$ cat config.mk
export PLATFORM = sky130hd
export DESIGN_NAME = performance_note_controller_top
export DESIGN_NICKNAME = d
export VERILOG_FILES = /design/src/rtl/core/pnc_pkg.sv /design/src/rtl/core/pnc_out_stage.sv /design/src/rtl/core/pnc_datapath.sv /design/src/rtl/core/pnc_ctrl.sv /design/src/rtl/core/performance_note_controller_top.sv
export VERILOG_INCLUDE_DIRS = /design/src /design/src/rtl/core
export SDC_FILE = /design/constraint.sdc
export NUM_CORES = 1
export LEC_CHECK = 0
export BUFFER_PORTS_ARGS = -buffer_cell sky130_fd_sc_hd__buf_2
export CORE_ASPECT_RATIO = 0.8
export CORE_MARGIN = 2
export CORE_UTILIZATION = 37
export DETAILED_ROUTE_END_ITERATION = 10
export PLACE_DENSITY = 0.5
export SYNTH_ARGS = -nofsm -noshare
export SYNTH_HDL_FRONTEND = slang
export SYNTH_SLANG_ARGS = --single-unit
$ cat constraint.sdc
create_clock -name clk_i -period 6.7 [get_ports clk_i]
set_clock_uncertainty 0.05 [all_clocks]
set_input_delay 1.005 -clock clk_i [delete_from_list [all_inputs] [get_ports clk_i]]
set_output_delay 1.005 -clock clk_i [all_outputs]
set_load 0.01 [all_outputs]
$ cat src/rtl/core/assert_macros.svh
// Assertion helper macros for the note controller RTL.
// Needs clk_i and rst_ni in the scope of use.
`ifndef ASSERT_MACROS_SVH
`define ASSERT_MACROS_SVH

// Checked at every rising edge, off while reset is low
`define ASSERT_CLK(label, prop, msg) \
  label: assert property (@(posedge clk_i) disable iff (!rst_ni) (prop)) else $error(msg);

// Implication checked at every rising edge, off while reset is low
`define ASSERT_IMPL(label, ante, cons, msg) \
  `ASSERT_CLK(label, (ante) |-> (cons), msg)

`endif

$ cat src/rtl/core/pnc_pkg.sv
// Shared types, constants and note math of the performance note controller.
// No dependencies; used by every module of the block.
`default_nettype none

package pnc_pkg;

  localparam int STICK_BITS_DEF = 12;

  localparam logic [6:0] VEL_BUTTON = 7'd115;
  localparam logic [6:0] VEL_RETUNE = 7'd114;
  localparam logic [6:0] VEL_ARP    = 7'd100;
  localparam logic [6:0] VEL_SNARE  = 7'd120;
  localparam logic [6:0] SNARE_NOTE = 7'd38;
  localparam logic [3:0] CH_SCALE   = 4'd0;
  localparam logic [3:0] CH_ARP     = 4'd1;
  localparam logic [3:0] CH_SNARE   = 4'd9;
  localparam logic [15:0] HOLD_LATCH = 16'hFFFF;

  localparam logic [10:0] ZONE_ENTER_RST = 11'd860;
  localparam logic [10:0] ZONE_EXIT_RST  = 11'd573;
  localparam logic [7:0]  ARP_STEP_RST   = 8'd24;
  localparam logic [15:0] ARP_HOLD_RST   = 16'd112;

  localparam logic [2:0] OCTAVE_RST = 3'd4;

  // Configuration register indexes
  typedef enum logic [1:0] {
    REG_ZONE_ENTER = 2'd0,
    REG_ZONE_EXIT  = 2'd1,
    REG_ARP_STEP   = 2'd2,
    REG_ARP_HOLD   = 2'd3
  } reg_idx_e;

  // Zones
  typedef enum logic [1:0] {
    ZONE_CENTER = 2'd0,
    ZONE_HIGH   = 2'd1,
    ZONE_ACC    = 2'd2,
    ZONE_LOW    = 2'd3
  } zone_e;

  // Waveforms
  typedef enum logic [1:0] {
    WAVE_SIN = 2'd0,
    WAVE_SQR = 2'd1,
    WAVE_SAW = 2'd2,
    WAVE_TRI = 2'd3
  } wave_e;

  // Event kinds
  localparam logic EV_OFF = 1'b0;
  localparam logic EV_ON  = 1'b1;

  // Datapath operations
  typedef enum logic [3:0] {
    OP_NONE,
    OP_ZONE,
    OP_RET_OFF,
    OP_RET_ON,
    OP_BTN,
    OP_OCT,
    OP_MISC,
    OP_SNARE,
    OP_ARP_EVAL,
    OP_ARP_OFF,
    OP_ARP_ON
  } op_e;

  typedef struct packed {
    logic       kind;
    logic [3:0] ch;
    logic [6:0] note;
    logic [6:0] vel;
    logic [1:0] wave;
  } ev_t;

  typedef struct packed {
    op_e        op;
    logic [1:0] idx;
    logic       fire;
    logic       load;
  } cmd_t;

  typedef struct packed {
    logic zone_chg;
    logic oct_step;
    logic arp_tick;
  } dp_status_t;

  typedef struct packed {
    logic can_take;
    logic flush_ok;
    logic pend_valid;
  } st_status_t;

  // Per-zone, per-button semitone offsets
  localparam logic signed [4:0] NOTE_OFS [4][4] = '{
    '{5'sd0,  5'sd2,  5'sd4,  5'sd5},
    '{5'sd7,  5'sd9,  5'sd11, 5'sd12},
    '{5'sd1,  5'sd3,  5'sd6,  5'sd8},
    '{-5'sd5, -5'sd3, -5'sd1, 5'sd0}
  };

  // 12*(oct+1) + offset, clamped to 0..127
  function automatic logic [6:0] calc_note(logic [2:0] oct, logic [1:0] z, logic [1:0] i);
    logic [3:0]        o1;
    logic [8:0]        base;
    logic signed [4:0] ofs;
    logic signed [9:0] n;
    o1   = {1'b0, oct} + 4'd1;
    base = 9'(o1) * 9'd12;
    ofs  = NOTE_OFS[z][i];
    n    = $signed({1'b0, base}) + $signed({{5{ofs[4]}}, ofs});
    if (n < 0) begin
      return 7'd0;
    end else if (n > 10'sd127) begin
      return 7'd127;
    end
    return n[6:0];
  endfunction

  // square -> saw -> sine -> triangle -> square
  function automatic logic [1:0] next_wave(logic [1:0] w);
    logic [1:0] r;
    unique case (w)
      WAVE_SQR: r = WAVE_SAW;
      WAVE_SAW: r = WAVE_SIN;
      WAVE_SIN: r = WAVE_TRI;
      default:  r = WAVE_SQR;
    endcase
    return r;
  endfunction

endpackage

`default_nettype wire

$ cat src/rtl/core/pnc_out_stage.sv
// Output staging: one pending word plus the output register, so that the
// final word of a frame can be marked. Depends on pnc_pkg.
`default_nettype none

module pnc_out_stage (
  input  wire logic          clk_i,
  input  wire logic          rst_ni,
  input  wire logic          push_i,
  input  wire pnc_pkg::ev_t  ev_i,
  input  wire logic          flush_i,
  output pnc_pkg::st_status_t status_o,
  output logic               out_valid_o,
  input  wire logic          out_ready_i,
  output pnc_pkg::ev_t       out_ev_o,
  output logic               out_last_o
);
  import pnc_pkg::*;

  ev_t  pend_q, out_q;
  logic pend_v_q, out_v_q, last_q;
  logic out_free, move, move_last;

  assign out_free  = !out_v_q || out_ready_i;
  assign move      = push_i && pend_v_q;
  assign move_last = flush_i && pend_v_q && out_free;

  assign status_o.can_take   = !pend_v_q || out_free;
  assign status_o.flush_ok   = !pend_v_q || out_free;
  assign status_o.pend_valid = pend_v_q;

  // Valid flags
  always_ff @(posedge clk_i or negedge rst_ni) begin
    if (!rst_ni) begin
      pend_v_q <= 1'b0;
      out_v_q  <= 1'b0;
    end else begin
      if (push_i) begin
        pend_v_q <= 1'b1;
      end else if (move_last) begin
        pend_v_q <= 1'b0;
      end
      if (move || move_last) begin
        out_v_q <= 1'b1;
      end else if (out_ready_i) begin
        out_v_q <= 1'b0;
      end
    end
  end

  // Payload
  always_ff @(posedge clk_i) begin
    if (push_i) begin
      pend_q <= ev_i;
    end
    if (move || move_last) begin
      out_q  <= pend_q;
      last_q <= move_last;
    end
  end

  assign out_valid_o = out_v_q;
  assign out_ev_o    = out_q;
  assign out_last_o  = last_q;

endmodule

`default_nettype wire

$ cat src/rtl/core/pnc_datapath.sv
// Datapath: frame registers, config registers, note state and event building.
// Depends on pnc_pkg; driven by commands from pnc_ctrl.
`default_nettype none

module pnc_datapath #(
  parameter int StickBits = pnc_pkg::STICK_BITS_DEF
) (
  input  wire logic                 clk_i,
  input  wire logic                 rst_ni,
  input  wire pnc_pkg::cmd_t        cmd_i,
  output pnc_pkg::dp_status_t       status_o,
  input  wire logic                 cfg_we_i,
  input  wire logic [1:0]           cfg_idx_i,
  input  wire logic [15:0]          cfg_wdata_i,
  input  wire logic [4:0]           held_buttons_i,
  input  wire logic                 stick_press_edge_i,
  input  wire logic                 octave_step_i,
  input  wire logic                 wave_step_i,
  input  wire logic signed [StickBits-1:0] stick_x_i,
  input  wire logic signed [StickBits-1:0] stick_y_i,
  output logic                      push_o,
  output pnc_pkg::ev_t              ev_o
);
  import pnc_pkg::*;

  localparam int CW     = ((StickBits > 12) ? StickBits : 12) + 2;
  localparam int ThrShl = (StickBits >= 12) ? (StickBits - 12) : 0;
  localparam int ThrShr = (StickBits < 12) ? (12 - StickBits) : 0;

  // Config registers
  logic [10:0] zone_enter_q, zone_exit_q;
  logic [7:0]  arp_step_q;
  logic [15:0] arp_hold_q;

  // Frame registers
  logic [4:0] btn_q;
  logic       edge_q, ostep_q, wstep_q;
  logic signed [StickBits-1:0] x_q, y_q;

  // Note state
  logic [1:0]  zone_q;
  logic [3:0]  held_q;
  logic [6:0]  bn_q [4];
  logic [2:0]  oct_q, ret_oct_q;
  logic [1:0]  wave_q;
  logic        arp_on_q, arp_down_q;
  logic [6:0]  arp_prev_q;
  logic [1:0]  arp_idx_q;
  logic [7:0]  arp_fc_q;
  logic [15:0] hold_q;

  // Zone selection
  logic signed [CW-1:0] xs, ys, en_s, ex_s;
  logic [1:0] nz;

  assign xs   = CW'(x_q);
  assign ys   = CW'(y_q);
  assign en_s = $signed((CW'(zone_enter_q) << ThrShl) >> ThrShr);
  assign ex_s = $signed((CW'(zone_exit_q) << ThrShl) >> ThrShr);

  always_comb begin
    priority if (zone_q == ZONE_HIGH && (xs > ex_s || ys > ex_s)) begin
      nz = ZONE_HIGH;
    end else if (zone_q == ZONE_ACC && xs < -ex_s) begin
      nz = ZONE_ACC;
    end else if (zone_q == ZONE_LOW && ys < -ex_s) begin
      nz = ZONE_LOW;
    end else if (xs > en_s || ys > en_s) begin
      nz = ZONE_HIGH;
    end else if (xs < -en_s) begin
      nz = ZONE_ACC;
    end else if (ys < -en_s) begin
      nz = ZONE_LOW;
    end else begin
      nz = ZONE_CENTER;
    end
  end

  // Note selection for the slot in the command
  logic [6:0] old_n, ret_n, btn_n;
  assign old_n = bn_q[cmd_i.idx];
  assign ret_n = calc_note(ret_oct_q, zone_q, cmd_i.idx);
  assign btn_n = calc_note(oct_q, zone_q, cmd_i.idx);

  // Arpeggiator: rank of each stored note in ascending order
  logic [1:0] rank [4];
  logic [2:0] cnt;
  logic [6:0] arp_note;
  always_comb begin
    cnt      = 3'd0;
    arp_note = 7'd0;
    for (int i = 0; i < 4; i++) begin
      rank[i] = 2'd0;
      if (bn_q[i] != 7'd0) begin
        cnt = cnt + 3'd1;
      end
      for (int j = 0; j < 4; j++) begin
        if (bn_q[j] != 7'd0 && j != i) begin
          if ((j < i && bn_q[j] <= bn_q[i]) || (j > i && bn_q[j] < bn_q[i])) begin
            rank[i] = rank[i] + 2'd1;
          end
        end
      end
    end
    for (int i = 0; i < 4; i++) begin
      if (bn_q[i] != 7'd0 && rank[i] == arp_idx_q) begin
        arp_note = bn_q[i];
      end
    end
  end

  logic       arp_act;
  logic [7:0] fc_n;
  assign arp_act = arp_on_q && (held_q != 4'd0);
  assign fc_n    = arp_fc_q + 8'd1;

  assign status_o.zone_chg = (nz != zone_q);
  assign status_o.oct_step = ostep_q;
  assign status_o.arp_tick = arp_act && (fc_n >= arp_step_q) && (cnt != 3'd0);

  // Event built by the current operation
  always_comb begin
    push_o    = 1'b0;
    ev_o.kind = EV_OFF;
    ev_o.ch   = CH_SCALE;
    ev_o.note = 7'd0;
    ev_o.vel  = 7'd0;
    ev_o.wave = wave_q;
    unique case (cmd_i.op)
      OP_RET_OFF: begin
        push_o    = (old_n != 7'd0) && (old_n != ret_n);
        ev_o.note = old_n;
      end
      OP_RET_ON: begin
        push_o    = (old_n != 7'd0) && (old_n != ret_n);
        ev_o.kind = EV_ON;
        ev_o.note = ret_n;
        ev_o.vel  = VEL_RETUNE;
      end
      OP_BTN: begin
        if (btn_q[cmd_i.idx] && !held_q[cmd_i.idx]) begin
          push_o    = 1'b1;
          ev_o.kind = EV_ON;
          ev_o.note = btn_n;
          ev_o.vel  = VEL_BUTTON;
        end else if (!btn_q[cmd_i.idx] && held_q[cmd_i.idx]) begin
          push_o    = (old_n != 7'd0);
          ev_o.note = old_n;
        end
      end
      OP_SNARE: begin
        push_o    = edge_q;
        ev_o.kind = EV_ON;
        ev_o.ch   = CH_SNARE;
        ev_o.note = SNARE_NOTE;
        ev_o.vel  = VEL_SNARE;
      end
      OP_ARP_EVAL: begin
        push_o    = !arp_act && (arp_prev_q != 7'd0);
        ev_o.ch   = CH_ARP;
        ev_o.note = arp_prev_q;
      end
      OP_ARP_OFF: begin
        push_o    = (arp_prev_q != 7'd0);
        ev_o.ch   = CH_ARP;
        ev_o.note = arp_prev_q;
      end
      OP_ARP_ON: begin
        push_o    = 1'b1;
        ev_o.kind = EV_ON;
        ev_o.ch   = CH_ARP;
        ev_o.note = arp_note;
        ev_o.vel  = VEL_ARP;
      end
      default: begin
        push_o = 1'b0;
      end
    endcase
    push_o = push_o && cmd_i.fire;
  end

  // Config writes
  always_ff @(posedge clk_i or negedge rst_ni) begin
    if (!rst_ni) begin
      zone_enter_q <= ZONE_ENTER_RST;
      zone_exit_q  <= ZONE_EXIT_RST;
      arp_step_q   <= ARP_STEP_RST;
      arp_hold_q   <= ARP_HOLD_RST;
    end else if (cfg_we_i) begin
      unique case (reg_idx_e'(cfg_idx_i))
        REG_ZONE_ENTER: zone_enter_q <= cfg_wdata_i[10:0];
        REG_ZONE_EXIT:  zone_exit_q  <= cfg_wdata_i[10:0];
        REG_ARP_STEP:   arp_step_q   <= cfg_wdata_i[7:0];
        default:        arp_hold_q   <= cfg_wdata_i;
      endcase
    end
  end

  // Frame capture
  always_ff @(posedge clk_i) begin
    if (cmd_i.load) begin
      btn_q   <= held_buttons_i;
      edge_q  <= stick_press_edge_i;
      ostep_q <= octave_step_i;
      wstep_q <= wave_step_i;
      x_q     <= stick_x_i;
      y_q     <= stick_y_i;
    end
  end

  // Next arp position after a played note
  logic [2:0] ix_up;
  assign ix_up = {1'b0, arp_idx_q} + 3'd1;

  // Note state update
  always_ff @(posedge clk_i or negedge rst_ni) begin
    if (!rst_ni) begin
      zone_q     <= ZONE_CENTER;
      held_q     <= 4'd0;
      for (int i = 0; i < 4; i++) begin
        bn_q[i] <= 7'd0;
      end
      oct_q      <= OCTAVE_RST;
      ret_oct_q  <= OCTAVE_RST;
      wave_q     <= WAVE_SQR;
      arp_on_q   <= 1'b0;
      arp_down_q <= 1'b0;
      arp_prev_q <= 7'd0;
      arp_idx_q  <= 2'd0;
      arp_fc_q   <= 8'd0;
      hold_q     <= 16'd0;
    end else if (cmd_i.fire) begin
      unique case (cmd_i.op)
        OP_ZONE: begin
          zone_q    <= nz;
          ret_oct_q <= oct_q;
        end
        OP_RET_ON: begin
          if (old_n != 7'd0) begin
            bn_q[cmd_i.idx] <= ret_n;
          end
        end
        OP_BTN: begin
          if (btn_q[cmd_i.idx] && !held_q[cmd_i.idx]) begin
            bn_q[cmd_i.idx]   <= btn_n;
            held_q[cmd_i.idx] <= 1'b1;
          end else if (!btn_q[cmd_i.idx] && held_q[cmd_i.idx]) begin
            bn_q[cmd_i.idx]   <= 7'd0;
            held_q[cmd_i.idx] <= 1'b0;
          end
        end
        OP_OCT: begin
          if (ostep_q) begin
            if (oct_q >= 3'd5) begin
              oct_q     <= 3'd3;
              ret_oct_q <= 3'd3;
            end else begin
              oct_q     <= oct_q + 3'd1;
              ret_oct_q <= oct_q + 3'd1;
            end
          end
        end
        OP_MISC: begin
          if (wstep_q) begin
            wave_q <= next_wave(wave_q);
          end
          // long hold of the stick press toggles the arpeggiator
          if (btn_q[4]) begin
            if (hold_q != HOLD_LATCH) begin
              if (hold_q + 16'd1 == arp_hold_q) begin
                arp_on_q   <= !arp_on_q;
                arp_idx_q  <= 2'd0;
                arp_down_q <= 1'b0;
                hold_q     <= HOLD_LATCH;
              end else begin
                hold_q <= hold_q + 16'd1;
              end
            end
          end else begin
            hold_q <= 16'd0;
          end
        end
        OP_ARP_EVAL: begin
          if (!arp_act) begin
            arp_prev_q <= 7'd0;
            arp_idx_q  <= 2'd0;
            arp_down_q <= 1'b0;
            arp_fc_q   <= 8'd0;
          end else if (fc_n < arp_step_q) begin
            arp_fc_q <= fc_n;
          end else begin
            arp_fc_q <= 8'd0;
            // pull an out-of-range index back to the top note
            if (cnt != 3'd0 && {1'b0, arp_idx_q} >= cnt) begin
              arp_idx_q <= (cnt > 3'd1) ? 2'(cnt - 3'd1) : 2'd0;
            end
          end
        end
        OP_ARP_ON: begin
          arp_prev_q <= arp_note;
          if (arp_down_q) begin
            if (arp_idx_q == 2'd0) begin
              arp_idx_q  <= (cnt > 3'd1) ? 2'd1 : 2'd0;
              arp_down_q <= 1'b0;
            end else begin
              arp_idx_q <= arp_idx_q - 2'd1;
            end
          end else if (ix_up >= cnt) begin
            arp_idx_q  <= (cnt > 3'd1) ? 2'(cnt - 3'd2) : 2'd0;
            arp_down_q <= 1'b1;
          end else begin
            arp_idx_q <= ix_up[1:0];
          end
        end
        default: begin
          arp_fc_q <= arp_fc_q;
        end
      endcase
    end
  end

endmodule

`default_nettype wire

$ cat src/rtl/core/pnc_ctrl.sv
// Controller: sequences the processing steps of one frame.
// Depends on pnc_pkg; commands pnc_datapath and pnc_out_stage.
`default_nettype none

module pnc_ctrl (
  input  wire logic                clk_i,
  input  wire logic                rst_ni,
  input  wire logic                in_valid_i,
  output logic                     in_ready_o,
  input  wire pnc_pkg::dp_status_t dp_status_i,
  input  wire pnc_pkg::st_status_t st_status_i,
  output pnc_pkg::cmd_t            cmd_o,
  output logic                     flush_o
);
  import pnc_pkg::*;

  typedef enum logic [3:0] {
    S_IDLE, S_ZONE, S_RET_OFF, S_RET_ON, S_BTN, S_OCT, S_MISC,
    S_SNARE, S_ARP_EVAL, S_ARP_OFF, S_ARP_ON, S_FLUSH
  } state_e;

  state_e     state_q, state_d;
  logic [1:0] idx_q, idx_d;
  logic       from_oct_q, from_oct_d;
  logic       step;

  // Command decode
  always_comb begin
    cmd_o.idx = idx_q;
    unique case (state_q)
      S_ZONE:     cmd_o.op = OP_ZONE;
      S_RET_OFF:  cmd_o.op = OP_RET_OFF;
      S_RET_ON:   cmd_o.op = OP_RET_ON;
      S_BTN:      cmd_o.op = OP_BTN;
      S_OCT:      cmd_o.op = OP_OCT;
      S_MISC:     cmd_o.op = OP_MISC;
      S_SNARE:    cmd_o.op = OP_SNARE;
      S_ARP_EVAL: cmd_o.op = OP_ARP_EVAL;
      S_ARP_OFF:  cmd_o.op = OP_ARP_OFF;
      S_ARP_ON:   cmd_o.op = OP_ARP_ON;
      default:    cmd_o.op = OP_NONE;
    endcase
  end

  assign in_ready_o = (state_q == S_IDLE);
  assign cmd_o.load = in_valid_i && in_ready_o;
  assign step       = (state_q != S_IDLE) && (state_q != S_FLUSH) && st_status_i.can_take;
  assign cmd_o.fire = step;
  assign flush_o    = (state_q == S_FLUSH);

  // Next step
  always_comb begin
    state_d    = state_q;
    idx_d      = idx_q;
    from_oct_d = from_oct_q;
    unique case (state_q)
      S_IDLE: begin
        if (in_valid_i) begin
          state_d = S_ZONE;
        end
      end
      S_FLUSH: begin
        if (st_status_i.flush_ok) begin
          state_d = S_IDLE;
        end
      end
      default: begin
        if (step) begin
          unique case (state_q)
            S_ZONE: begin
              idx_d      = 2'd0;
              from_oct_d = 1'b0;
              state_d    = dp_status_i.zone_chg ? S_RET_OFF : S_BTN;
            end
            S_RET_OFF: state_d = S_RET_ON;
            S_RET_ON: begin
              idx_d = idx_q + 2'd1;
              if (idx_q != 2'd3) begin
                state_d = S_RET_OFF;
              end else begin
                state_d = from_oct_q ? S_MISC : S_BTN;
              end
            end
            S_BTN: begin
              idx_d = idx_q + 2'd1;
              if (idx_q == 2'd3) begin
                state_d = S_OCT;
              end
            end
            S_OCT: begin
              idx_d      = 2'd0;
              from_oct_d = 1'b1;
              state_d    = dp_status_i.oct_step ? S_RET_OFF : S_MISC;
            end
            S_MISC:     state_d = S_SNARE;
            S_SNARE:    state_d = S_ARP_EVAL;
            S_ARP_EVAL: state_d = dp_status_i.arp_tick ? S_ARP_OFF : S_FLUSH;
            S_ARP_OFF:  state_d = S_ARP_ON;
            default:    state_d = S_FLUSH;
          endcase
        end
      end
    endcase
  end

  always_ff @(posedge clk_i or negedge rst_ni) begin
    if (!rst_ni) begin
      state_q    <= S_IDLE;
      idx_q      <= 2'd0;
      from_oct_q <= 1'b0;
    end else begin
      state_q    <= state_d;
      idx_q      <= idx_d;
      from_oct_q <= from_oct_d;
    end
  end

endmodule

`default_nettype wire

$ cat src/rtl/core/performance_note_controller_top.sv
// Performance note controller: one control frame in, a run of note events out,
// the final event of each frame marked by last_o. A frame runs through these
// processing steps in order: zone, up to 8 retune steps after a zone change,
// 4 buttons, octave, up to 8 retune steps after an octave step, wave and hold,
// snare, one to 3 arpeggiator steps and end of frame; a step waits while the
// event output is stalled.
// A new frame is taken only once the previous one has been fully queued.
// Depends on pnc_pkg, pnc_ctrl, pnc_datapath, pnc_out_stage, assert_macros.svh.
`default_nettype none

module performance_note_controller_top #(
  parameter int StickBits = pnc_pkg::STICK_BITS_DEF
) (
  input  wire logic                 clk_i,
  input  wire logic                 rst_ni,
  input  wire logic                 cfg_we_i,
  input  wire logic [1:0]           cfg_idx_i,
  input  wire logic [15:0]          cfg_wdata_i,
  input  wire logic                 in_valid_i,
  output logic                      in_ready_o,
  input  wire logic [4:0]           held_buttons_i,
  input  wire logic                 stick_press_edge_i,
  input  wire logic                 octave_step_i,
  input  wire logic                 wave_step_i,
  input  wire logic signed [StickBits-1:0] stick_x_i,
  input  wire logic signed [StickBits-1:0] stick_y_i,
  output logic                      out_valid_o,
  input  wire logic                 out_ready_i,
  output logic                      event_kind_o,
  output logic [3:0]                channel_o,
  output logic [6:0]                note_o,
  output logic [6:0]                velocity_o,
  output logic [1:0]                waveform_o,
  output logic                      last_o
);
  import pnc_pkg::*;

  cmd_t       cmd;
  dp_status_t dp_st;
  st_status_t st_st;
  logic       push, flush;
  ev_t        ev, out_ev;

  pnc_ctrl u_ctrl (
    .clk_i       (clk_i),
    .rst_ni      (rst_ni),
    .in_valid_i  (in_valid_i),
    .in_ready_o  (in_ready_o),
    .dp_status_i (dp_st),
    .st_status_i (st_st),
    .cmd_o       (cmd),
    .flush_o     (flush)
  );

  pnc_datapath #(
    .StickBits (StickBits)
  ) u_dp (
    .clk_i              (clk_i),
    .rst_ni             (rst_ni),
    .cmd_i              (cmd),
    .status_o           (dp_st),
    .cfg_we_i           (cfg_we_i),
    .cfg_idx_i          (cfg_idx_i),
    .cfg_wdata_i        (cfg_wdata_i),
    .held_buttons_i     (held_buttons_i),
    .stick_press_edge_i (stick_press_edge_i),
    .octave_step_i      (octave_step_i),
    .wave_step_i        (wave_step_i),
    .stick_x_i          (stick_x_i),
    .stick_y_i          (stick_y_i),
    .push_o             (push),
    .ev_o               (ev)
  );

  pnc_out_stage u_out (
    .clk_i       (clk_i),
    .rst_ni      (rst_ni),
    .push_i      (push),
    .ev_i        (ev),
    .flush_i     (flush),
    .status_o    (st_st),
    .out_valid_o (out_valid_o),
    .out_ready_i (out_ready_i),
    .out_ev_o    (out_ev),
    .out_last_o  (last_o)
  );

  assign event_kind_o = out_ev.kind;
  assign channel_o    = out_ev.ch;
  assign note_o       = out_ev.note;
  assign velocity_o   = out_ev.vel;
  assign waveform_o   = out_ev.wave;

  // Checks
`include "assert_macros.svh"
  `ASSERT_IMPL(a_push_has_room, push, st_st.can_take, "word pushed with no room in stage")
  `ASSERT_IMPL(a_idle_drained, in_ready_o, !st_st.pend_valid, "idle with a word still pending")
  `ASSERT_CLK(a_busy_after_accept, (in_valid_i && in_ready_o) |=> !in_ready_o, "frame overlap")

endmodule

`default_nettype wire
==> results_dict.tcl, run 1 <==
set metrics [dict create \
    status "completed" \
    core_region_area_um2 41600 \
    final_hold_vios 0 \
    detail_route.wl_per_cell_um 19.5 \
    worst_ir_drop_vdd_uv 256 \
    clk_latency_worst_skew_pair_ns 0.56 \
    core_rows 67 \
    place_area_um2 16500 \
    floorplan.io_pins 79 \
    maximum_number_of_pins_on_one_net_before_global_route_repair 74 \
    critical_path_cell_by_cell "inv_1 > ha_1 > xor2_1 > xnor2_1 > ha_1 > nand2b_1 > o21ai_0 > o211ai_1 > o311ai_0 > ha_1 > o21ai_0 > o21ai_0 > a211oi_1 > o22ai_1 > nor2_1 > a211o_1 > and4_1 > a21oi_2 > a21o_1" \
    drt_iter0_drc 1025 \
    grt.met3_usage_pct 2.94 \
    slowest_delay_ns 0.67 \
    postSynthAreaPerCell_um2 9.40 \
    synth.ff_latch_count 201 \
    post_drt_via_cell_ratio 5.56 \
    fmaxAchievable_ghz 0.173 \
    critPathCaptureType "flop" \
    critPathMaxFanout 20 \
    slew_viol_final 0 \
    regToRegSetupSlack_ns 0.94 \
    p_per_area_nw_per_um2 542 \
    met2_usage_pct 30.3 \
    critical_path_depth 19 \
    timing.max_cap.violations 0 \
    worstHoldPathType "input pin to asynchronous set/reset pin" \
    clock_tree.buffer_depth 3 \
    final_nets 1976 \
    timing.reg2reg.worst_path_depth 19 \
    first_global_vias 12600 \
    path_delay_family "compound AO/OA/AOI/OAI gates" \
    synthArstFlopShare_pct 65.7 \
    ant_nets_after_route 0 \
    synth-seq-area-share_pct 34.8 \
    dr.pass1.iters 5 \
    setup_total_negative_slack_ns 0 \
    met1_track_demand_over_resource_pct 32.7 \
    slew-limit-headroom_pct 26.3 \
    final_period_minus_worst_setup_slack_ns 5.76 \
    cts_sinks 201 \
    syn_to_final_growth_pct 11.7 \
    synth.cell_area_um2 15500 \
    floorplan.die.width_um 233 \
    p_leak_nw 7.70 \
    vias 12700 \
    pin_slew_with_the_least_headroom_to_its_limit_ns 1.10 \
    syn-instance-count 1650 \
    p_total_w 0.00938 \
    post_cts_resized 0 \
    globalRouteTotalUtil_pct 20.9 \
    rr_endpoint "u_out.out_ev_o[10]" \
    critPathLaunchType "flop" \
    final_setup_fails 0 \
    critical_path_buf_inv_count 1 \
    finalInstanceArea_um2 17300 \
    rsz0062_at_grt "no" \
    tritoncts "done" \
    grt-ovfl-total 0 \
    initial_utilization_pct 37.3 \
    antenna_found_initial 2 \
    drive_above_1_share_pct 14.7 \
    path_clk_slew_ns 0.06 \
    route.detailed.drc 0 \
    cts_made_buffers 25 \
    arrival_ns 5.89 \
    detailed_place_hpwl_mm 34.7 \
    timing_worst_setup_path_type "flop to flop" \
    cts_max_level 1 \
    final.fill_count 4141 \
    crit_path_top_delay_cell "sky130_fd_sc_hd__a21o_1" \
    floorplan.die_area_um2 43600 \
    routabilityCongestion 0.889 \
    layer_carrying_the_most_global_route_usage "met1" \
    clockRootBuffer "sky130_fd_sc_hd__clkbuf_16" \
    post_cts_buffers 0 \
    route.final.wire_length_mm 44.5 \
    yosysWarningCount 0 \
    fp.dieH_um 187 \
    timing.rr.start "u_dp.ret_oct_q[0]" \
    ys.flop_type "sky130_fd_sc_hd__dfrtp_1" \
    synth-edff-count 69 \
    cp_data_required_time_ns 6.82 \
    timing.final.ws_setup_ns 0.936 \
    cts-hold-fix-buffers 0 \
    place_ws_ns 1.03 \
    grt_first_pass_wirelength_mm 71.5 \
    final.period_utilization_pct 86.0 \
    placement.io_buffers 76 \
    ys_types 88 \
]
==> flip-flops by register name, indices dropped and copies added (netlist names), 11 cells and up, named ones only <==
| name | flops |
|---|---|
| u_dp.bn_q | 28 |
| u_out.out_ev_o | 18 |
| u_out.pend_q | 18 |
| u_dp.arp_hold_q | 16 |
| u_dp.hold_q | 16 |
| u_dp.x_q | 12 |
| u_dp.y_q | 12 |
| u_dp.zone_enter_q | 11 |
| u_dp.zone_exit_q | 11 |
==> worst max-delay path by stage <==
stage / from / to
floorplan: u_ctrl.idx_q[0] / u_out.out_ev_o[0]
global placement: u_dp.ret_oct_q[0] / u_out.out_ev_o[10]
detailed placement: u_dp.ret_oct_q[0] / u_out.out_ev_o[13]
CTS: u_dp.ret_oct_q[0] / u_out.out_ev_o[10]
global route: u_dp.ret_oct_q[0] / u_out.out_ev_o[10]
finish: u_dp.ret_oct_q[0] / u_out.out_ev_o[10]
==> metal layers <==
layer / vias to the layer above / wire length (um)
met2: 282 / 18300
met3: 49 / 2260
met5: - / 7
met1: 6155 / 23100
met4: 2 / 812
li1: 6214 / -
==> final cells by class <==
type / instances / area (um^2) / area share, %
diodes: 1 / 2.50 / 0.0144
clock buffers: 30 / 696 / 4.02
clock inverters: 16 / 165 / 0.953
inverters: 117 / 439 / 2.54
multi-input cells: 1281 / 9450 / 54.6
flip-flops and latches: 201 / 5400 / 31.2
well taps: 552 / 691 / 3.99
repair buffers: 88 / 477 / 2.75
==> placed cells by master, fill, tap and decap left out, types with 13 or more instances in the layout <==
cell type,synthesis,routed
sky130_fd_sc_hd__a211o_1,14,14
sky130_fd_sc_hd__a21o_1,23,23
sky130_fd_sc_hd__a21oi_1,106,105
sky130_fd_sc_hd__and3_1,15,15
sky130_fd_sc_hd__buf_2,1,75
sky130_fd_sc_hd__clkbuf_16,0,26
sky130_fd_sc_hd__dfrtp_1,112,112
sky130_fd_sc_hd__dfstp_2,20,20
sky130_fd_sc_hd__edfxtp_1,69,69
sky130_fd_sc_hd__ha_1,204,204
sky130_fd_sc_hd__inv_1,116,116
sky130_fd_sc_hd__mux2_2,50,50
sky130_fd_sc_hd__nand2_1,157,157
sky130_fd_sc_hd__nand2b_1,26,26
sky130_fd_sc_hd__nand3_1,41,41
sky130_fd_sc_hd__nand4_1,37,37
sky130_fd_sc_hd__nor2_1,93,93
sky130_fd_sc_hd__nor2b_1,21,21
sky130_fd_sc_hd__nor3_1,44,44
sky130_fd_sc_hd__nor4_1,14,13
sky130_fd_sc_hd__o211ai_1,17,17
sky130_fd_sc_hd__o21ai_0,116,116
sky130_fd_sc_hd__o31ai_1,13,13
sky130_fd_sc_hd__xnor2_1,40,40
sky130_fd_sc_hd__xor2_1,30,30
==> cell families (layout without fill, tap and decap cells) <==
family | count (synthesis) | count (layout) | share of synthesized area, %
adders and majority gates | 207 | 207 | 16.8
xor gates and xnor gates | 71 | 71 | 4.06
muxes | 67 | 67 | 5.56
buffers and inverters | 169 | 251 | 4.37
AOI/OAI and AO/OA | 405 | 405 | 17.0
other | 1 | 3 | 0.0242
and+or+nand+nor | 529 | 529 | 17.3
DFF | 201 | 201 | 34.8
==> metrics by stage <==
step | instances | hold WS, ns | utilization [%]
floorplan | 1651 | 0.350 | -
CTS | 2285 | 0.372 | 41.7
global placement | 2239 | 0.354 | 39.6
global route | 2285 | 0.380 | 41.7
finish | 2286 | 0.357 | 41.7
detailed placement | 2239 | 0.358 | 39.6
==> synthesized netlist by cell type, drive strengths merged (30+ instances only) <==
master / n / area, um^2
ha: 204 / 2550
nand2: 164 / 633
o21ai: 118 / 591
inv: 116 / 435
dfrtp: 112 / 2800
a21oi: 106 / 531
nor2: 94 / 355
edfxtp: 69 / 2070
mux2: 50 / 563
nor3: 45 / 230
nand3: 41 / 205
xnor2: 41 / 367
clkbuf: 40 / 150
nand4: 37 / 231
xor2: 30 / 263
==> power breakdown <==
group	switching [W]	internal, W	total (W)
clock	0.000568	0.000826	0.00139
sequential	0.000491	0.00175	0.00224
combinational	0.00351	0.00224	0.00575
(Power assumes the default switching activity.)
==> run 2: changes to the inputs <==
--- a/config.mk
+++ b/config.mk
@@ -11,7 +11,8 @@
 export CORE_MARGIN = 2
 export CORE_UTILIZATION = 37
 export DETAILED_ROUTE_END_ITERATION = 10
-export PLACE_DENSITY = 0.5
+export PLACE_DENSITY = 0.63
+export REMOVE_ABC_BUFFERS = 1
 export SYNTH_ARGS = -nofsm -noshare
 export SYNTH_HDL_FRONTEND = slang
 export SYNTH_SLANG_ARGS = --single-unit
==> results_dict.tcl, run 2 (synthesized netlist as in run 1, its figures left out) <==
set metrics [dict create \
    clock_tree.buffer_depth 3 \
    holdPathStages 0 \
    p_per_area_nw_per_um2 534 \
    route.detailed.drc 0 \
    antenna_found_initial 5 \
    final.period_utilization_pct 85.1 \
    critPathLaunchType "flop" \
    critical_path_end "u_out.out_ev_o[12]" \
    first_global_vias 12400 \
    post_cts_buffers 0 \
    maximum_number_of_pins_on_one_net_before_global_route_repair 73 \
    path_clk_slew_ns 0.06 \
    placement.io_buffers 76 \
    status "completed" \
    final_setup_fails 0 \
    core_rows 67 \
    fp.dieH_um 187 \
    ant_nets_after_route 0 \
    core_region_area_um2 41600 \
    final_common_cell "sky130_fd_sc_hd__ha_1" \
    pin_slew_with_the_least_headroom_to_its_limit_ns 1.19 \
    floorplan.die_area_um2 43600 \
    floorplan.die.width_um 233 \
    place_ws_ns 1.03 \
    layout.cells.most_common_list "sky130_fd_sc_hd__ha_1, sky130_fd_sc_hd__nand2_1, sky130_fd_sc_hd__inv_1, sky130_fd_sc_hd__o21ai_0, sky130_fd_sc_hd__dfrtp_1" \
    syn_to_final_growth_pct 11.3 \
    vias 12800 \
    timing.final.ws_setup_ns 0.996 \
    route.final.wire_length_mm 42.2 \
    timing.max_cap.violations 0 \
    arrival_ns 5.82 \
    dr.pass1.iters 5 \
    regToRegSetupSlack_ns 1.0 \
    final_hold_vios 0 \
    cp_data_required_time_ns 6.82 \
    largest_reg_flops 28 \
    slew-limit-headroom_pct 20.4 \
    worstHoldPathType "flop to flop" \
    final_period_minus_worst_setup_slack_ns 5.70 \
    post_cts_resized 0 \
    post_drt_via_cell_ratio 5.61 \
    rsz0062_at_grt "no" \
    globalRouteTotalUtil_pct 19.6 \
    drive_above_1_share_pct 14.3 \
    drt_iter0_drc 1193 \
    final.fill_count 4106 \
    grt-ovfl-total 0 \
    regMostFlops "u_dp.bn_q" \
    rr_endpoint "u_out.out_ev_o[12]" \
    timing_worst_setup_path_type "flop to flop" \
    cts_made_buffers 25 \
    cts-hold-fix-buffers 0 \
    timing.rr.start "u_dp.ret_oct_q[0]" \
    final_nets 1973 \
    detail_route.wl_per_cell_um 18.5 \
    routabilityCongestion 0.936 \
    cts_sinks 201 \
    grt_first_pass_wirelength_mm 68.4 \
    detailed_place_hpwl_mm 32.1 \
    initial_utilization_pct 37.3 \
    setup_total_negative_slack_ns 0 \
    worst_ir_drop_vdd_uv 318 \
    clockRootBuffer "sky130_fd_sc_hd__clkbuf_16" \
    tritoncts "done" \
    timing.reg2reg.worst_path_depth 20 \
    diodes 0 \
    slew_viol_final 0 \
    critPathMaxFanout 20 \
    floorplan.io_pins 79 \
    cts_max_level 1 \
    clk_latency_worst_skew_pair_ns 0.53 \
    p_leak_nw 7.66 \
    critPathCaptureType "flop" \
    worst_setup_path_startpoint "u_dp.ret_oct_q[0]" \
    fmaxAchievable_ghz 0.175 \
]
[run 2: changes by cell type in the layout (fill, tap and decap cells not counted), moves of 2 or more]
cell | previous run | this run
sky130_fd_sc_hd__clkinv_2 | 6 | 3
sky130_fd_sc_hd__clkbuf_1 | 1 | 4
sky130_fd_sc_hd__clkinvlp_4 | 1 | 3
sky130_fd_sc_hd__buf_4 | 12 | 9
sky130_fd_sc_hd__clkinv_4 | 4 | 2
[run 2: worst min path at each step]
| stage | to | startpoint |
|---|---|---|
| floorplan | u_out.out_ev_o[0] | u_out.pend_q[0] |
| global placement | u_out.out_ev_o[11] | u_out.pend_q[11] |
| detailed placement | u_out.out_ev_o[6] | u_out.pend_q[6] |
| CTS | u_out.out_ev_o[6] | u_out.pend_q[6] |
| global route | u_out.out_ev_o[9] | u_out.pend_q[9] |
| finish | u_out.out_ev_o[6] | u_out.pend_q[6] |
[run 2: layer usage]
layer	vias up	global-route usage [%]	wire (um)	part of all wire, %
li1	6202	-	-	-
met1	6106	29.1	20500	49
met2	418	29.3	17700	42
met3	65	3.55	3010	7.1
met4	4	4.34	870	2.1
met5	-	0	24	0.057
[run 2: report_power, final]
part | total, W | switching, W | internal (W) | leakage (nW)
logic | 0.00562 | 0.00340 | 0.00222 | 4.98
registers | 0.00224 | 0.000494 | 0.00175 | 2.28
clock network | 0.00136 | 0.000548 | 0.000808 | 0.396
[run 2: area by class of cell]
cell class | instances | area [um^2] | share of cell area [%]
Clock buffer | 33 | 696 | 4.03
Clock inverter | 12 | 128 | 0.740
Inverter | 117 | 439 | 2.55
Multi-Input combinational cell | 1281 | 9450 | 54.7
Sequential cell | 201 | 5400 | 31.3
Tap cell | 552 | 691 | 4.00
Timing Repair Buffer | 85 | 454 | 2.63
[run 2: worst max-delay path, cell delays in order, from the launching register on]
cell and delay (ns):
sky130_fd_sc_hd__dfrtp_1 0.43, sky130_fd_sc_hd__inv_1 0.09, sky130_fd_sc_hd__ha_1 0.39, sky130_fd_sc_hd__xor2_1 0.20
sky130_fd_sc_hd__xnor2_1 0.14, sky130_fd_sc_hd__ha_1 0.22, sky130_fd_sc_hd__nand2b_1 0.16, sky130_fd_sc_hd__o21ai_0 0.09
sky130_fd_sc_hd__o211ai_1 0.17, sky130_fd_sc_hd__o311ai_0 0.16, sky130_fd_sc_hd__ha_1 0.41, sky130_fd_sc_hd__o21ai_0 0.15
sky130_fd_sc_hd__o21ai_0 0.29, sky130_fd_sc_hd__a211oi_1 0.18, sky130_fd_sc_hd__o22ai_1 0.53, sky130_fd_sc_hd__o32ai_1 0.19
sky130_fd_sc_hd__a211o_1 0.28, sky130_fd_sc_hd__and4_1 0.16, sky130_fd_sc_hd__a21oi_2 0.11, sky130_fd_sc_hd__buf_4 0.27
sky130_fd_sc_hd__a21o_1 0.62
[run 2: through the flow]
step | cell area (um^2) | power [W] | hold slack (ns) | instances | utilization [%]
6_report | 17300 | 0.00922 | 0.368 | 2281 | 41.5
5_1_grt | 17300 | 0.0101 | 0.374 | 2281 | 41.5
4_1_cts | 17300 | 0.00918 | 0.367 | 2281 | 41.5
3_5_place_dp | 16400 | 0.00777 | 0.355 | 2236 | 39.5
3_3_place_gp | 16400 | 0.00763 | 0.353 | 2236 | 39.5
2_1_floorplan | 15300 | 0.00616 | 0.350 | 1599 | -
==> run 3: changes to the inputs <==
--- a/config.mk
+++ b/config.mk
@@ -9,9 +9,9 @@
 export BUFFER_PORTS_ARGS = -buffer_cell sky130_fd_sc_hd__buf_2
 export CORE_ASPECT_RATIO = 0.8
 export CORE_MARGIN = 2
-export CORE_UTILIZATION = 37
+export CORE_UTILIZATION = 45
 export DETAILED_ROUTE_END_ITERATION = 10
-export PLACE_DENSITY = 0.63
+export PLACE_DENSITY = 0.72
 export REMOVE_ABC_BUFFERS = 1
 export SYNTH_ARGS = -nofsm -noshare
 export SYNTH_HDL_FRONTEND = slang
==> results_dict.tcl, run 3 (synthesized netlist as in run 1, its figures left out) <==
set metrics [dict create \
    status "completed" \
    regMostFlops "u_dp.bn_q" \
    dr.pass1.iters 5 \
    p_per_area_nw_per_um2 535 \
    critPathMaxFanout 20 \
    cts_made_buffers 22 \
    core_region_area_um2 33800 \
    fmaxAchievable_ghz 0.172 \
    timing.reg2reg.worst_path_depth 20 \
    post_cts_resized 0 \
    critical_path_cell_by_cell "inv_1 > ha_1 > xor2_1 > xnor2_1 > ha_1 > nand2b_1 > o21ai_0 > o211ai_1 > o311ai_0 > ha_1 > o21ai_0 > o21ai_0 > a211oi_1 > o22ai_1 > o32ai_1 > a211o_1 > and4_1 > a21oi_2 > buf_4 > a21o_1" \
    path_clk_slew_ns 0.07 \
    critPathCaptureType "flop" \
    floorplan.io_pins 79 \
    clk_latency_worst_skew_pair_ns 0.54 \
    timing.max_cap.violations 0 \
    critPathLaunchType "flop" \
    tritoncts "done" \
    final_setup_fails 0 \
    final.fill_count 3094 \
    rsz0062_at_grt "no" \
    post_drt_via_cell_ratio 6.01 \
    placement.io_buffers 76 \
    grt_first_pass_wirelength_mm 66.0 \
    final_hold_vios 0 \
    pin_slew_with_the_least_headroom_to_its_limit_ns 1.16 \
    vias 13000 \
    drive_above_1_share_pct 14.1 \
    timing.final.ws_setup_ns 0.871 \
    setup_total_negative_slack_ns 0 \
    diodes 0 \
    drt_iter0_drc 1130 \
    floorplan.die_area_um2 36000 \
    cts-hold-fix-buffers 0 \
    cts_max_level 1 \
    route.detailed.drc 0 \
    route.final.wire_length_mm 40.9 \
    antenna_found_initial 0 \
    finish.utilization_pct 50.4 \
    sequential_cell_area_um2 5400 \
    worstHoldPathType "flop to flop" \
    detail_route.wl_per_cell_um 18.9 \
    slew_viol_final 0 \
    final_common_cell "sky130_fd_sc_hd__ha_1" \
    clockRootBuffer "sky130_fd_sc_hd__clkbuf_16" \
    floorplan.die.width_um 212 \
    syn_to_final_growth_pct 9.76 \
    cp_data_required_time_ns 6.81 \
    multi_input_area_um2 9450 \
    detailed_place_hpwl_mm 31.3 \
    crit_path_top_delay_cell "sky130_fd_sc_hd__a21o_1" \
    globalRouteTotalUtil_pct 23.0 \
    final_period_minus_worst_setup_slack_ns 5.83 \
    core_rows 60 \
    fp.dieH_um 170 \
    slowest_delay_ns 0.65 \
    place_ws_ns 0.976 \
    worst_ir_drop_vdd_uv 274 \
    grt-ovfl-total 0 \
    timing_worst_setup_path_type "flop to flop" \
    first_global_vias 12300 \
    holdPathStages 0 \
    routabilityCongestion 0.941 \
    initial_utilization_pct 45.9 \
    cts_sinks 201 \
    largest_reg_flops 28 \
    layout.cells.most_common_list "sky130_fd_sc_hd__ha_1, sky130_fd_sc_hd__nand2_1, sky130_fd_sc_hd__inv_1, sky130_fd_sc_hd__o21ai_0, sky130_fd_sc_hd__dfrtp_1" \
    final.period_utilization_pct 87.0 \
    arrival_ns 5.94 \
    post_cts_buffers 0 \
    regToRegSetupSlack_ns 0.87 \
    maximum_number_of_pins_on_one_net_before_global_route_repair 77 \
    ant_nets_after_route 0 \
    p_leak_nw 7.63 \
    clock_tree.buffer_depth 3 \
    slew-limit-headroom_pct 22.6 \
    final_nets 1971 \
]
-- run 3: path summary, 6_finish.rpt --
path | start | end
min in group asynchronous | rst_ni | u_out.out_valid_o
worst min register to register | u_out.pend_q[1] | u_out.out_ev_o[1]
max in group asynchronous | rst_ni | u_dp.zone_exit_q[1]
worst min-delay path | u_out.pend_q[1] | u_out.out_ev_o[1]
worst max register to register | u_dp.ret_oct_q[0] | u_out.out_ev_o[0]
worst max-delay path | u_dp.ret_oct_q[0] | u_out.out_ev_o[0]
-- run 3: worst max-delay path: cells and delay by family (launching register included) --
family / cells / cell delay [ns]
AOI/OAI and AO/OA: 11 / 2.82
adders and majority gates: 3 / 1.06
DFF: 1 / 0.43
xor gates and xnor gates: 2 / 0.38
buffers and inverters: 2 / 0.37
and+or+nand+nor: 2 / 0.31
-- run 3: power breakdown --
part           total, W  internal (W)  leakage [nW]  switching, W
Clock           0.00122      0.000699         0.357      0.000524
Combinational   0.00569       0.00223          4.99       0.00346
Sequential      0.00220       0.00174          2.28      0.000457
Total           0.00911       0.00467          7.63       0.00444
-- run 3: routing by layer --
layer  global-route usage [%]  vias to the layer above  routed length [um]
met2                     34.5                      469               17100
met3                     4.93                       69                3240
met1                     33.5                     6232               19500
li1                         -                     6211                   -
met4                     5.76                        0                1040
met5                        0                        -                   0
-- run 3: layout make-up --
class	count	area share (%)
sequential	201	31.7
tap	434	3.19
clock buffer	29	3.63
timing repair buffer	86	2.71
clock inverter	11	0.647
multi-input combinational	1281	55.5
inverter	117	2.58
-- run 3: metrics by stage --
stage	hold WS, ns	cells	total power (W)	instance area (um^2)
final	0.367	2159	0.00911	17000
after CTS	0.369	2159	0.00904	17000
after global placement	0.356	2119	0.00756	16300
after global routing	0.376	2159	0.00989	17000
after detailed placement	0.355	2119	0.00777	16300
after floorplan	0.350	1599	0.00616	15300
